### config.mk
export PLATFORM = sky130hd
export DESIGN_NAME = multichannel_compare_timer
export DESIGN_NICKNAME = d
export VERILOG_FILES = /design/src/rtl/mct_pkg.sv /design/src/rtl/mct_timebase.sv /design/src/rtl/mct_channel.sv /design/src/rtl/multichannel_compare_timer.sv
export SDC_FILE = /design/constraint.sdc
export NUM_CORES = 1
export LEC_CHECK = 0
export ABC_CLOCK_PERIOD_IN_PS = 4650
export CAP_MARGIN = 10
export CORE_ASPECT_RATIO = 1.2
export CORE_UTILIZATION = 59
export DETAILED_ROUTE_END_ITERATION = 8
export DONT_BUFFER_PORTS = 1
export GPL_ROUTABILITY_DRIVEN = 0
export PLACE_DENSITY_LB_ADDON = 0.3
export RECOVER_POWER = 100
export SLEW_MARGIN = 5
export SYNTH_ARGS = -nofsm -noshare
export SYNTH_HDL_FRONTEND = slang
export SYNTH_SLANG_ARGS = --single-unit
### constraint.sdc
create_clock -name clk -period 4.65 [get_ports clk]
set_clock_uncertainty 0.15 [all_clocks]
set_input_delay 0.465 -clock clk [delete_from_list [all_inputs] [get_ports clk]]
set_output_delay 0.465 -clock clk [all_outputs]
set_load 0.005 [all_outputs]
### src/rtl/mct_pkg.sv
// Shared types and constants for the multichannel compare timer.
// No dependencies; every other file of the block imports this package.
package mct_pkg;

  // Block geometry
  localparam int CHANNELS      = 5;
  localparam int TIMER_BITS    = 16;
  localparam int CHAN_BITS     = 3;
  localparam int PRESCALE_BITS = 8;
  localparam int PERIOD_BITS   = 16;
  localparam int ACTION_BITS   = 2;
  localparam int SEL_BITS      = 2;

  // Action codes (code 3 is unused and changes nothing)
  localparam logic [ACTION_BITS-1:0] ACT_TICK = 2'd0;
  localparam logic [ACTION_BITS-1:0] ACT_SET  = 2'd1;
  localparam logic [ACTION_BITS-1:0] ACT_ARM  = 2'd2;

  // Prescaler select codes
  localparam logic [SEL_BITS-1:0] PRE_DIV1   = 2'd0;
  localparam logic [SEL_BITS-1:0] PRE_DIV8   = 2'd1;
  localparam logic [SEL_BITS-1:0] PRE_DIV64  = 2'd2;
  localparam logic [SEL_BITS-1:0] PRE_DIV256 = 2'd3;

  // Input transaction
  typedef struct packed {
    logic [ACTION_BITS-1:0] action;
    logic [CHAN_BITS-1:0]   channel;
    logic [PERIOD_BITS-1:0] period;
  } mct_in_t;

  // Result transaction
  typedef struct packed {
    logic [CHANNELS-1:0]   fired_mask;
    logic [CHANNELS-1:0]   pending_mask;
    logic [CHANNELS-1:0]   pin_levels;
    logic [TIMER_BITS-1:0] timer_value;
  } mct_out_t;

  // Common control broadcast from the top level to every channel
  typedef struct packed {
    logic                  inc;        // timer increments this cycle
    logic [TIMER_BITS-1:0] count_now;  // timer before the update
    logic [TIMER_BITS-1:0] count_nxt;  // timer after the update
    logic [TIMER_BITS-1:0] step_new;   // period - 1 for a set action
  } mct_chan_ctrl_t;

  // Per-channel status back to the top level
  typedef struct packed {
    logic fired;
    logic flag_nxt;
    logic pin_nxt;
    logic armed;
    logic flag;
  } mct_chan_stat_t;

  // Ticks per timer count, one bit wider than the prescale counter
  function automatic logic [PRESCALE_BITS:0] prescale_limit(input logic [SEL_BITS-1:0] sel);
    logic [PRESCALE_BITS:0] lim;
    unique case (sel)
      PRE_DIV1:   lim = 9'd1;
      PRE_DIV8:   lim = 9'd8;
      PRE_DIV64:  lim = 9'd64;
      PRE_DIV256: lim = 9'd256;
      default:    lim = 9'd1;
    endcase
    return lim;
  endfunction

endpackage

### src/rtl/mct_timebase.sv
// Prescaler and free-running timer of the multichannel compare timer.
// Depends on mct_pkg.
module mct_timebase import mct_pkg::*; (
  input  logic                  clk,
  input  logic                  rst_n,
  input  logic                  tick,
  input  logic [SEL_BITS-1:0]   prescale_sel,
  output logic [TIMER_BITS-1:0] timer_r,
  output logic [TIMER_BITS-1:0] timer_nxt,
  output logic                  inc
);

  logic [PRESCALE_BITS-1:0] prescale_count_r;
  logic [PRESCALE_BITS-1:0] prescale_count_nxt;
  logic [PRESCALE_BITS:0]   count_plus;

  // Prescale compare and timer increment
  always_comb begin
    count_plus         = {1'b0, prescale_count_r} + 1'b1;
    inc                = 1'b0;
    prescale_count_nxt = prescale_count_r;
    timer_nxt          = timer_r;
    if (tick) begin
      if (count_plus >= prescale_limit(prescale_sel)) begin
        inc                = 1'b1;
        prescale_count_nxt = '0;
        timer_nxt          = timer_r + 1'b1;
      end else begin
        prescale_count_nxt = count_plus[PRESCALE_BITS-1:0];
      end
    end
  end

  always_ff @(posedge clk) begin
    if (!rst_n) begin
      prescale_count_r <= '0;
      timer_r          <= '0;
    end else begin
      prescale_count_r <= prescale_count_nxt;
      timer_r          <= timer_nxt;
    end
  end

endmodule

### src/rtl/mct_channel.sv
// One output compare channel: compare and step registers, arm, flag, pin.
// Depends on mct_pkg.
module mct_channel import mct_pkg::*; (
  input  logic           clk,
  input  logic           rst_n,
  input  mct_chan_ctrl_t ctrl,
  input  logic           set_en,
  input  logic           arm_en,
  output mct_chan_stat_t stat
);

  logic [TIMER_BITS-1:0] compare_r, compare_nxt;
  logic [TIMER_BITS-1:0] step_r, step_nxt;
  logic                  armed_r, armed_nxt;
  logic                  flag_r, flag_nxt;
  logic                  pin_r, pin_nxt;
  logic                  match;
  logic                  fired;

  // Set, arm and compare-match update
  always_comb begin
    compare_nxt = compare_r;
    step_nxt    = step_r;
    armed_nxt   = armed_r;
    flag_nxt    = flag_r;
    pin_nxt     = pin_r;
    match       = ctrl.inc && (compare_r == ctrl.count_nxt);
    fired       = 1'b0;
    if (set_en) begin
      step_nxt    = ctrl.step_new;
      compare_nxt = ctrl.count_now + ctrl.step_new;
      armed_nxt   = 1'b0;
      flag_nxt    = 1'b0;
      pin_nxt     = 1'b1;
    end else if (arm_en) begin
      flag_nxt  = 1'b0;
      armed_nxt = 1'b1;
    end else if (match) begin
      pin_nxt = 1'b0;
      if (armed_r) begin
        fired       = 1'b1;
        compare_nxt = compare_r + step_r;
      end else begin
        flag_nxt = 1'b1;
      end
    end
  end

  always_ff @(posedge clk) begin
    if (!rst_n) begin
      compare_r <= '1;
      step_r    <= '1;
      armed_r   <= 1'b0;
      flag_r    <= 1'b0;
      pin_r     <= 1'b1;
    end else begin
      compare_r <= compare_nxt;
      step_r    <= step_nxt;
      armed_r   <= armed_nxt;
      flag_r    <= flag_nxt;
      pin_r     <= pin_nxt;
    end
  end

  assign stat.fired    = fired;
  assign stat.flag_nxt = flag_nxt;
  assign stat.pin_nxt  = pin_nxt;
  assign stat.armed    = armed_r;
  assign stat.flag     = flag_r;

endmodule

### src/rtl/multichannel_compare_timer.sv
// Top level of the multichannel compare timer: input register, timebase,
// compare channels and result register. Depends on mct_pkg, mct_timebase, mct_channel.
//
//   channel  | handshake          | payload
//   ---------+--------------------+--------------------------------------------
//   input    | in_valid/in_stall  | in_data: action, channel, period
//   result   | out_valid/out_stall| out_data: fired, pending, pins, timer value
//   config   | cfg_we             | cfg_data: prescale select
//
// Each transaction passes through the input register and then the result register;
// one transaction a cycle is sustained, set by the single update stage, while the result side does not stall.
// Synchronous active-low reset clears all timer and channel state; there is no
// clearing pass. A stall on the result side holds the result register and
// backs up into the input register; the input side stalls only when both are full.
module multichannel_compare_timer import mct_pkg::*; (
  input  logic                clk,
  input  logic                rst_n,
  input  logic                in_valid,
  output logic                in_stall,
  input  mct_in_t             in_data,
  output logic                out_valid,
  input  logic                out_stall,
  output mct_out_t            out_data,
  input  logic                cfg_we,
  input  logic [SEL_BITS-1:0] cfg_data
);

  logic                  a_valid_r;
  mct_in_t               a_item_r;
  logic                  out_valid_r;
  mct_out_t              out_data_r;
  logic [SEL_BITS-1:0]   prescale_sel_r;
  logic                  adv;
  logic                  tick;
  logic [TIMER_BITS-1:0] timer_r;
  logic [TIMER_BITS-1:0] timer_nxt;
  logic                  inc;
  mct_chan_ctrl_t        ctrl;
  mct_chan_stat_t        stat [CHANNELS];
  logic [CHANNELS-1:0]   fired_vec;
  logic [CHANNELS-1:0]   flag_nxt_vec;
  logic [CHANNELS-1:0]   pin_nxt_vec;
  logic [CHANNELS-1:0]   armed_vec;
  logic [CHANNELS-1:0]   flag_vec;

  // Flow control: the update stage moves when the result register is free
  assign adv      = a_valid_r && !(out_valid_r && out_stall);
  assign in_stall = a_valid_r && !adv;
  assign tick     = adv && (a_item_r.action == ACT_TICK);

  // Input register
  always_ff @(posedge clk) begin
    if (!rst_n) begin
      a_valid_r <= 1'b0;
    end else if (!in_stall) begin
      a_valid_r <= in_valid;
    end
  end

  always_ff @(posedge clk) begin
    if (in_valid && !in_stall) begin
      a_item_r <= in_data;
    end
  end

  // Prescale select register
  always_ff @(posedge clk) begin
    if (!rst_n) begin
      prescale_sel_r <= PRE_DIV1;
    end else if (cfg_we) begin
      prescale_sel_r <= cfg_data;
    end
  end

  mct_timebase u_timebase (
    .clk          (clk),
    .rst_n        (rst_n),
    .tick         (tick),
    .prescale_sel (prescale_sel_r),
    .timer_r      (timer_r),
    .timer_nxt    (timer_nxt),
    .inc          (inc)
  );

  // Broadcast to the channels
  assign ctrl.inc       = inc;
  assign ctrl.count_now = timer_r;
  assign ctrl.count_nxt = timer_nxt;
  assign ctrl.step_new  = a_item_r.period - 1'b1;

  for (genvar k = 0; k < CHANNELS; k++) begin : g_chan
    logic sel_hit;
    assign sel_hit = (a_item_r.channel == CHAN_BITS'(k));

    mct_channel u_channel (
      .clk    (clk),
      .rst_n  (rst_n),
      .ctrl   (ctrl),
      .set_en (adv && sel_hit && (a_item_r.action == ACT_SET)),
      .arm_en (adv && sel_hit && (a_item_r.action == ACT_ARM)),
      .stat   (stat[k])
    );

    assign fired_vec[k]    = stat[k].fired;
    assign flag_nxt_vec[k] = stat[k].flag_nxt;
    assign pin_nxt_vec[k]  = stat[k].pin_nxt;
    assign armed_vec[k]    = stat[k].armed;
    assign flag_vec[k]     = stat[k].flag;
  end

  // Result register
  always_ff @(posedge clk) begin
    if (!rst_n) begin
      out_valid_r <= 1'b0;
    end else if (adv) begin
      out_valid_r <= 1'b1;
    end else if (!out_stall) begin
      out_valid_r <= 1'b0;
    end
  end

  always_ff @(posedge clk) begin
    if (adv) begin
      out_data_r.fired_mask   <= fired_vec;
      out_data_r.pending_mask <= flag_nxt_vec;
      out_data_r.pin_levels   <= pin_nxt_vec;
      out_data_r.timer_value  <= timer_nxt;
    end
  end

  assign out_valid = out_valid_r;
  assign out_data  = out_data_r;

  // Only a tick transaction can fire a channel
  a_fire_on_tick_only: assert property (@(posedge clk) disable iff (!rst_n)
    (adv && (a_item_r.action != ACT_TICK)) |-> (fired_vec == '0))
    else $error("channel fired on a non-tick transaction");

  // A channel that fires must be armed
  a_fire_needs_arm: assert property (@(posedge clk) disable iff (!rst_n)
    ((fired_vec & ~armed_vec) == '0))
    else $error("unarmed channel fired");

  // An armed channel never holds a pending flag
  a_flag_arm_disjoint: assert property (@(posedge clk) disable iff (!rst_n)
    ((flag_vec & armed_vec) == '0))
    else $error("pending flag set on an armed channel");

  // The timer only moves on a tick transaction
  a_timer_on_tick: assert property (@(posedge clk) disable iff (!rst_n)
    (!tick) |=> (timer_r == $past(timer_r)))
    else $error("timer moved without a tick");

endmodule

* Word level (Yosys, flattened, before mapping)
Cells that the tools add are included.
Word-level totals: flip-flop bits (word level) 255, input port bits 28, output and inout bits 33, word-level logic and storage cells 202
Cells by class: add/subtract/negate cells 9, $lt $le $gt $ge 1, equal/unequal tests 20, mux-type cells 69, bitwise gates (word level) 6, reductions and logical operators 56
Operators by type and width (number):
- $mux 16 | 22
- $add 16x16->16 | 6
- $eq 16x16->1 | 5
- $mux 1 | 44
- $pmux 9 s4 | 1
- $logic_and 1x1->1 | 25
- $reduce_bool 2->1 | 10
- $add 16x1->16 const B | 1
- $sub 16x1->16 const B | 1
- $reduce_and 3->1 | 5
- $reduce_or 3->1 | 5
- $ne 2x1->1 const B | 6
- $reduce_or 2->1 | 5
- $add 8x1->9 const B | 1
- $ge 9x9->1 | 1
- $mux 9 | 1
- $mux 8 | 1
- $eq 2x2->1 const B | 3
- $eq 3x2->1 const B | 2
- $not 1->1 | 6
- $eq 2x1->1 const B | 2
- $logic_not 2->1 | 2
- $eq 3x1->1 const B | 1
- $eq 3x3->1 const B | 1
- 2 further kinds | 4

* Depth between registers and ports, before layout
Gate-level depths: netlist of run 1.
depth after elaboration 13, depth in mapped cells 21

* Hierarchy
From an unflattened synthesis of run 1, not the netlist that was laid out.
Second synthesis, totals: cells, all modules 2148, area total of the unflattened synthesis 18950.7 um^2
By module, submodules not included:
- mct_channel at g_chan[1].u_channel ... | instances 2, cells each 372, area an instance 3098.0 um^2, sequential area each 700.7 um^2
- mct_channel at g_chan[0].u_channel | instances 1, cells each 377, area an instance 3129.3 um^2, sequential area each 700.7 um^2
- mct_channel at g_chan[4].u_channel | instances 1, cells each 362, area an instance 3035.4 um^2, sequential area each 700.7 um^2
- mct_channel at g_chan[3].u_channel | instances 1, cells each 352, area an instance 2944.1 um^2, sequential area each 700.7 um^2
- multichannel_compare_timer | instances 1, cells each 125, area an instance 2094.5 um^2, sequential area each 1641.6 um^2
- mct_timebase | instances 1, cells each 188, area an instance 1551.5 um^2, sequential area each 480.5 um^2

* Least setup slack after synthesis of run 1
Ideal clock, no wire load.
kind register to register, start register u_timebase.prescale_count_r[0], end register g_chan[2].u_channel.compare_r[11], library setup time 0.141 ns, arrival 4.175 ns, data required time 4.359 ns, path slack 0.183 ns, cell stages (with the launch flop) 18, path buffers 1, clock period less this slack 4.467 ns, cells stage by stage dfxtp_1 > ha_1 > nand3_1 > inv_1 > nand3_1 > xnor2_1 > ha_1 > nand2_1 > a31oi_2 > nand2_4 > a211oi_1 > xnor2_1 > o211ai_1 > or4_4 > nor4_4 > buf_6 > mux2i_1 > o211ai_1
On the way: cells in the longest elaborated chain, start to end 8, elaborated cells on any way between the ends 10, those cells by class 1 x add/sub; 1 x order compare; 1 x eq/ne; 4 x mux; 3 x reduce/logical
RTL lines:
- from (decl) | RTL line mct_timebase.sv:13 | logic [PRESCALE_BITS-1:0] prescale_count_r;
- from (signal assigned) | RTL line mct_timebase.sv:39 | prescale_count_r <= prescale_count_nxt;
- $add 8x1->9 (*) | RTL line mct_timebase.sv:19 | count_plus = {1'b0, prescale_count_r} + 1'b1;
- $ge 9x9->1 (*) | RTL line mct_timebase.sv:24 | if (count_plus >= prescale_limit(prescale_sel)) begin
- $mux 16 | RTL line mct_timebase.sv:24
- $mux 16 | RTL line mct_timebase.sv:23 | if (tick) begin
- $eq 16x16->1 | RTL line mct_channel.sv:27 | match = ctrl.inc && (compare_r == ctrl.count_nxt);
- $logic_and 1x1->1 (*) | RTL line mct_channel.sv:27
- $reduce_bool 2->1 (no line) (*)
- $reduce_and 3->1 (no line) (*)
- to (signal assigned) | RTL line mct_channel.sv:57 | compare_r <= compare_nxt;
- to (decl) | RTL line mct_channel.sv:12 | logic [TIMER_BITS-1:0] compare_r, compare_nxt;
Mark *: on every way between the ends. The rest lies on a longest branch, timed or not. A chain may end at the register's enable or synchronous reset.

* Worst setup path in the final report of run 1
start register u_timebase.prescale_count_r[1], end register g_chan[2].u_channel.compare_r[15]
The elaborated chain is that of the path after synthesis.

==> flow_metrics.py, run 1 <==
metrics = {
    "outcome": {
        "status": "finished with violations",
        "violations": "design-rule violations, max-capacitance violations, max-slew violations",
    },
    "global_route": {
        "grt_pass1_vias": 16200,
        "grt_usage_pct": 41.1,
        "antenna_found_initial": 2,
        "grt_pass1_wl_um": 92400,
        "grt_max_degree": 131,
        "grt-ovfl-total": 0,
    },
    "yosys": {
        "netlist_area_sq_um": 17200,
        "ys_ff_latch": 255,
        "synth_edf_count": 52,
        "yosys.cell_types.count": 104,
        "synth-seq-area-share_pct": 32.7,
        "synth-async-reset-ratio_pct": 0,
        "ys_warn_count": 0,
        "synthTopCellsByArea": "dfxtp_1, edfxtp_1, ha_1, o211ai_1, xnor2_1",
        "synthesis.nets": 2141,
        "synth-main-ff-cell": "dfxtp_1",
        "synth_top_cell_by_area": "dfxtp_1",
        "yosysTopAreaCellShare_pct": 23.6,
        "netlist_instances": 2010,
        "postSynthAreaPerCell_sq_um": 8.57,
    },
    "clocking": {
        "cts_tree": "built",
        "clkTransAtPathRegs_ps": 60,
        "numClockSinks": 255,
        "htree_num_levels": 1,
        "cts.path.max_buffers": 3,
        "numCtsBuffers": 27,
        "clk_latency_ps": 570,
        "cts-root-buf": "clkbuf_16",
    },
    "sta": {
        "fin_crit_sh_pct": 97.5,
        "worstMarginPinSlew_ps": 2150,
        "max_freq_ghz": 0.221,
        "rsz0062_at_grt": "true",
        "hold_violations": 0,
        "drv_slew": 169,
        "slew_headroom_pct": -43.0,
        "period_minus_slack_ps": 4530,
        "finalSetupViolCount": 0,
        "fin_ws_ps": 117,
    },
    "routing": {
        "wl_met3_um": 7570,
        "postRouteAntennaNets": 0,
        "drc_errors": 68,
        "totalWireLength_um": 61200,
        "wl_per_cell_um": 24.3,
        "drtIter0Drc": 2163,
        "top_layer": "met5",
        "wl_met1_um": 22300,
        "vias": 17000,
        "dr.pass1.iters": 9,
        "wl_met2_um": 25300,
        "vias_per_cell": 6.78,
    },
    "power_and_ir_drop": {
        "p_per_area_nw_per_um2": 258,
        "ir_drop_mv": 0.300,
        "p_leak_nw": 7.88,
    },
    "critical_path": {
        "worstSetupEndpointType": "register",
        "r2r_slack_ps": 120,
        "crit_type": "register to register",
        "critPathLaunchType": "register",
        "arrival_ps": 4840,
        "critPathMaxStageDelay_ps": 550,
        "path_cells": "ha_4, nand3_2, inv_1, nand3_2, xnor2_1, ha_1, nand3_1, nor3_2, a22o_1, o21ai_4, buf_12, a21oi_1, xnor2_1, o21ai_0, or4_4, nor4_4, buf_6, o31ai_1, a211o_1",
        "cp_max_fo": 13,
        "crit_slowest_cell": "or4_4",
        "cp.required_ps": 4950,
    },
    "finish": {
        "final_cell_mix": "nand2_1, dfxtp_1, o211ai_1, nor2_1, buf_4",
        "layout.nets": 2237,
        "fill_cells": 2383,
        "areaGrowthSynthToFinish_pct": 14.7,
        "layout_commonest_cell": "nand2_1",
        "final_cell_area_sq_um": 19700,
        "drive_gt1_share_pct": 11.5,
    },
    "floorplanning": {
        "die_area_sq_um": 29900,
        "start_util_pct": 59.9,
        "die_h_um": 189,
        "ios": 61,
        "die_w_um": 158,
        "core_sq_um": 28800,
        "row_count": 68,
    },
    "placement": {
        "dp_hpwl_um": 42800,
        "place.port_buffers": 0,
        "placed_area_sq_um": 18100,
        "dp_slack_ps": -130,
    },
    "job": {
        "cap_violations": 4,
    },
    "hold_path": {
        "hp-class": "input pin to register",
    },
}
## logic make-up (layout without fill, tap and decap cells)
| group | count (synthesis) | count (layout) | synth area share, % |
|---|---|---|---|
| compound gates | 566 | 566 | 23.6 |
| xor+xnor | 165 | 165 | 8.95 |
| simple gates | 681 | 681 | 20.0 |
| fa+ha+maj | 103 | 103 | 7.75 |
| mux | 38 | 38 | 2.23 |
| flops | 255 | 255 | 32.7 |
| other cells | 0 | 1 | 0 |
| buf+inv | 202 | 319 | 4.88 |
## stage by stage
step | hold slack, ps | power, W | TNS [ps] | std cells | utilization, %
6_report | 38.2 | 0.00510 | 0 | 2513 | 68.7
5_1_grt | 44.0 | 0.00522 | -138 | 2513 | 68.7
4_1_cts | 32.0 | 0.00504 | 0 | 2505 | 68.0
3_5_place_dp | 312 | 0.00279 | -1530 | 2407 | 63.1
3_3_place_gp | 306 | 0.00278 | -259 | 2407 | 63.1
2_1_floorplan | 290 | 0.00263 | 0 | 2010 | -
## cell usage after synthesis (13+ instances only)
master	n
a21o_1	28
a31oi_1	20
nor3_1	54
nand2b_1	15
nand3_1	49
or2_2	17
edfxtp_1	52
ha_1	97
o211ai_1	131
clkbuf_1	75
xnor2_1	109
nor2_1	120
dfxtp_1	203
xor2_1	49
and3_1	30
buf_2	19
nand2_1	231
nand4_1	23
and2_1	26
nor4_1	19
a211o_1	16
inv_1	89
or3_1	13
o311ai_0	16
o21ai_0	90
mux2i_1	35
a221o_1	22
nor2b_1	19
a21oi_1	95
## per-layer routing
metal	up-vias	global-route usage, %
met5	-	1.70
met4	4	32.1
met2	1071	59.7
li1	7635	-
met1	7945	49.9
met3	393	13.1
## worst paths after layout
check / startpoint / end / depth (start not counted)
min: rst_n / g_chan[3].u_channel.compare_r[2]$_SDFFE_PN1P_ / 3
max reg2reg: u_timebase.prescale_count_r[1]$_SDFFE_PN0P_ / g_chan[2].u_channel.compare_r[15]$_SDFFE_PN1P_ / 19
max: u_timebase.prescale_count_r[1]$_SDFFE_PN0P_ / g_chan[2].u_channel.compare_r[15]$_SDFFE_PN1P_ / 19
min reg2reg: g_chan[3].u_channel.armed_r$_SDFFE_PP0P_ / g_chan[3].u_channel.armed_r$_SDFFE_PP0P_ / 2
## final cells by class
type	instances	area, sq um	share of cell area [%]
diodes	1	2.50	0.0127
clock buffers	39	801	4.06
clock inverters	11	114	0.577
inverters	90	338	1.71
multi-input cells	1553	10900	55.2
flip-flops and latches	255	5630	28.5
well taps	385	482	2.44
repair buffers	179	1480	7.52
## state kept, by name, indices dropped and copies added (netlist names)
signal                       cells
g_chan.u_channel.compare_r      80
a_item_r                        21
out_data                        31
g_chan.u_channel.flag_r          5
g_chan.u_channel.step_r         80
prescale_sel_r                   2
u_timebase.prescale_count_r      8
u_timebase.timer_r              16
out_valid                        1
g_chan.u_channel.armed_r         5
g_chan.u_channel.pin_r           5
a_valid_r                        1
## worst max-delay path: cells and delay by family (launching register included)
family	cells	cell delay, ps
buffers and inverters	3	490
DFF	1	370
and+or+nand+nor	6	1280
AOI/OAI and AO/OA	6	1240
xor gates and xnor gates	2	410
adders and majority gates	2	490
## timing repair
action                                  in CTS  in global routing
endpoints found under the setup margin      37                 93
hold buffers                                48                  0
endpoints found under the hold margin      176                  0
gates resized for setup                      3                 35
pin swaps                                    0                 10
setup buffers                                0                  6
## power by group
part | leakage (nW) | switching, W | internal [W]
Combinational | 5.31 | 0.000346 | 0.000177
Clock | 0.454 | 0.000941 | 0.00131
Sequential | 2.12 | 0.0000373 | 0.00229
Total | 7.88 | 0.00132 | 0.00377
No activity file was read; power rests on OpenSTA's default activity.
==> run 2: changes to the inputs <==
SYNTH_HIERARCHICAL = 1   (was unset)
==> run 2 against run 1 <==
The flow still finishes with violations (design-rule violations, max-capacitance violations, max-slew violations); critical path depth down 1; total power up 2.2%; routed wire length down 5.5%; synthesized area up 9.6%; cell area up 4.9%; via count up 0.41%.
==> flow_metrics.py, run 2 <==
metrics = {
    "global_route": {
        "grt_usage_pct": 35.3,
        "grt-ovfl-total": 0,
        "grt_pass1_vias": 16600,
        "antenna_found_initial": 0,
        "grt_max_degree": 156,
        "grt_pass1_wl_um": 88900,
    },
    "sta": {
        "fin_crit_sh_pct": 94.6,
        "worstMarginPinSlew_ps": 2140,
        "period_minus_slack_ps": 4400,
        "drv_slew": 143,
        "slew_headroom_pct": -42.9,
        "hold_violations": 0,
        "fin_tns_setup_ps": 0,
        "max_freq_ghz": 0.227,
        "rsz0062_at_grt": "false",
        "finalSetupViolCount": 0,
    },
    "outcome": {
        "status": "finished with violations",
        "violations": "design-rule violations, max-capacitance violations, max-slew violations",
    },
    "critical_path": {
        "critPathLaunchType": "register",
        "cp_max_fo": 12,
        "crit_type": "register to register",
        "arrival_ps": 4630,
        "cp.required_ps": 4880,
        "r2r_slack_ps": 250,
        "worstSetupEndpointType": "register",
    },
    "clocking": {
        "clk_latency_ps": 590,
        "clkTransAtPathRegs_ps": 60,
        "numClockSinks": 255,
        "htree_num_levels": 1,
        "cts.path.max_buffers": 3,
        "cts-root-buf": "clkbuf_16",
        "cts_setup_buffers": 0,
        "numCtsBuffers": 28,
        "cts_tree": "built",
    },
    "routing": {
        "drtIter0Drc": 1688,
        "vias_per_cell": 6.57,
        "postRouteAntennaNets": 0,
        "wl_per_cell_um": 22.2,
        "totalWireLength_um": 57800,
        "vias": 17100,
        "dr.pass1.iters": 9,
        "drc_errors": 8,
    },
    "floorplanning": {
        "die_h_um": 198,
        "die_w_um": 165,
        "die_area_sq_um": 32700,
        "start_util_pct": 60.0,
        "core_sq_um": 31400,
        "ios": 61,
        "row_count": 71,
    },
    "yosys": {
        "postSynthAreaPerCell_sq_um": 8.83,
        "netlist_instances": 2138,
        "ys_warn_count": 6,
        "synthesis.nets": 2333,
        "netlist_area_sq_um": 18900,
    },
    "finish": {
        "n_antenna_cell": 0,
        "seqCellArea_sq_um": 5630,
        "multiInputGateArea_sq_um": 12700,
        "areaGrowthSynthToFinish_pct": 9.78,
        "fill_cells": 2603,
        "final_cell_mix": "nand2_1, dfxtp_1, a21oi_1, ha_1, xnor2_1",
        "drive_gt1_share_pct": 7.81,
        "fin_util_pct": 65.9,
        "layout.nets": 2376,
        "layout_commonest_cell": "nand2_1",
    },
    "job": {
        "cap_violations": 5,
    },
    "hold_path": {
        "hp-class": "input pin to register",
    },
    "placement": {
        "place.port_buffers": 0,
        "dp_hpwl_um": 40900,
    },
    "power_and_ir_drop": {
        "p_leak_nw": 8.05,
        "p_per_area_nw_per_um2": 251,
        "ir_drop_mv": 0.306,
    },
}
==> run 2: metal layers <==
layer  global-route usage, %  up-vias  share of wire (%)
li1                        -     7993                  -
met1                    43.1     8056                 39
met2                    56.6      804                 45
met3                    5.66      265                8.7
met4                    24.4        0                7.8
met5                       0        -                  0
==> run 2: worst paths after layout <==
kind / to / from / cells after the start
worst min-delay path: g_chan[1].u_channel/compare_r[9]$_SDFFE_PN1P_ / rst_n / 2
worst max register to register: g_chan[1].u_channel/compare_r[5]$_SDFFE_PN1P_ / u_timebase/prescale_count_r[3]$_SDFFE_PN0P_ / 18
worst max-delay path: g_chan[1].u_channel/compare_r[5]$_SDFFE_PN1P_ / u_timebase/prescale_count_r[3]$_SDFFE_PN0P_ / 18
worst min register to register: g_chan[4].u_channel/pin_r$_SDFF_PN1_ / g_chan[4].u_channel/pin_r$_SDFF_PN1_ / 2
==> run 2: cell type report <==
cell class	count	area share, %
sequential	255	27.2
multi-input combinational	1766	61.3
clock buffer	31	3.59
timing repair buffer	91	3.52
clock inverter	21	1.28
tap	401	2.42
inverter	39	0.719
==> run 2: repair_timing <==
| action | 4_1_cts | 5_1_grt |
|---|---|---|
| resized for setup | 0 | 10 |
| hold buffers | 28 | 0 |
| endpoints found under the setup margin | 0 | 29 |
| endpoints found under the hold margin | 168 | 0 |
==> run 2: worst max-delay path, stage by stage (launching register included) <==
cell and delay, ps:
dfxtp_1 460, nand4_1 210, inv_1 90, nand2_1 80, xnor2_1 160, ha_1 310
nand3_1 90, o211a_4 250, buf_4 170, or4_4 520, nand2_1 120, buf_4 180
xnor2_1 150, nand3_1 170, nor3_2 230, nand3_1 290, buf_4 280, mux2i_1 170
o211ai_1 110
==> run 2: per-stage QoR <==
step	instance area, sq um	std cells	setup WS (ps)	total power [W]	hold slack (ps)
after floorplan	18900	2138	650	0.00263	260
after global placement	19500	2524	299	0.00273	271
after detailed placement	19500	2524	149	0.00274	275
after CTS	20800	2604	98.3	0.00522	3.51
after global routing	20700	2604	14.6	0.00535	36.8
final	20700	2604	251	0.00521	23.5
==> run 2: power breakdown <==
part,switching (W),leakage (nW),internal [W]
clock,0.000976,0.484,0.00148
combinational,0.000282,5.45,0.000152
sequential,0.0000286,2.12,0.00229
total,0.00129,8.05,0.00392
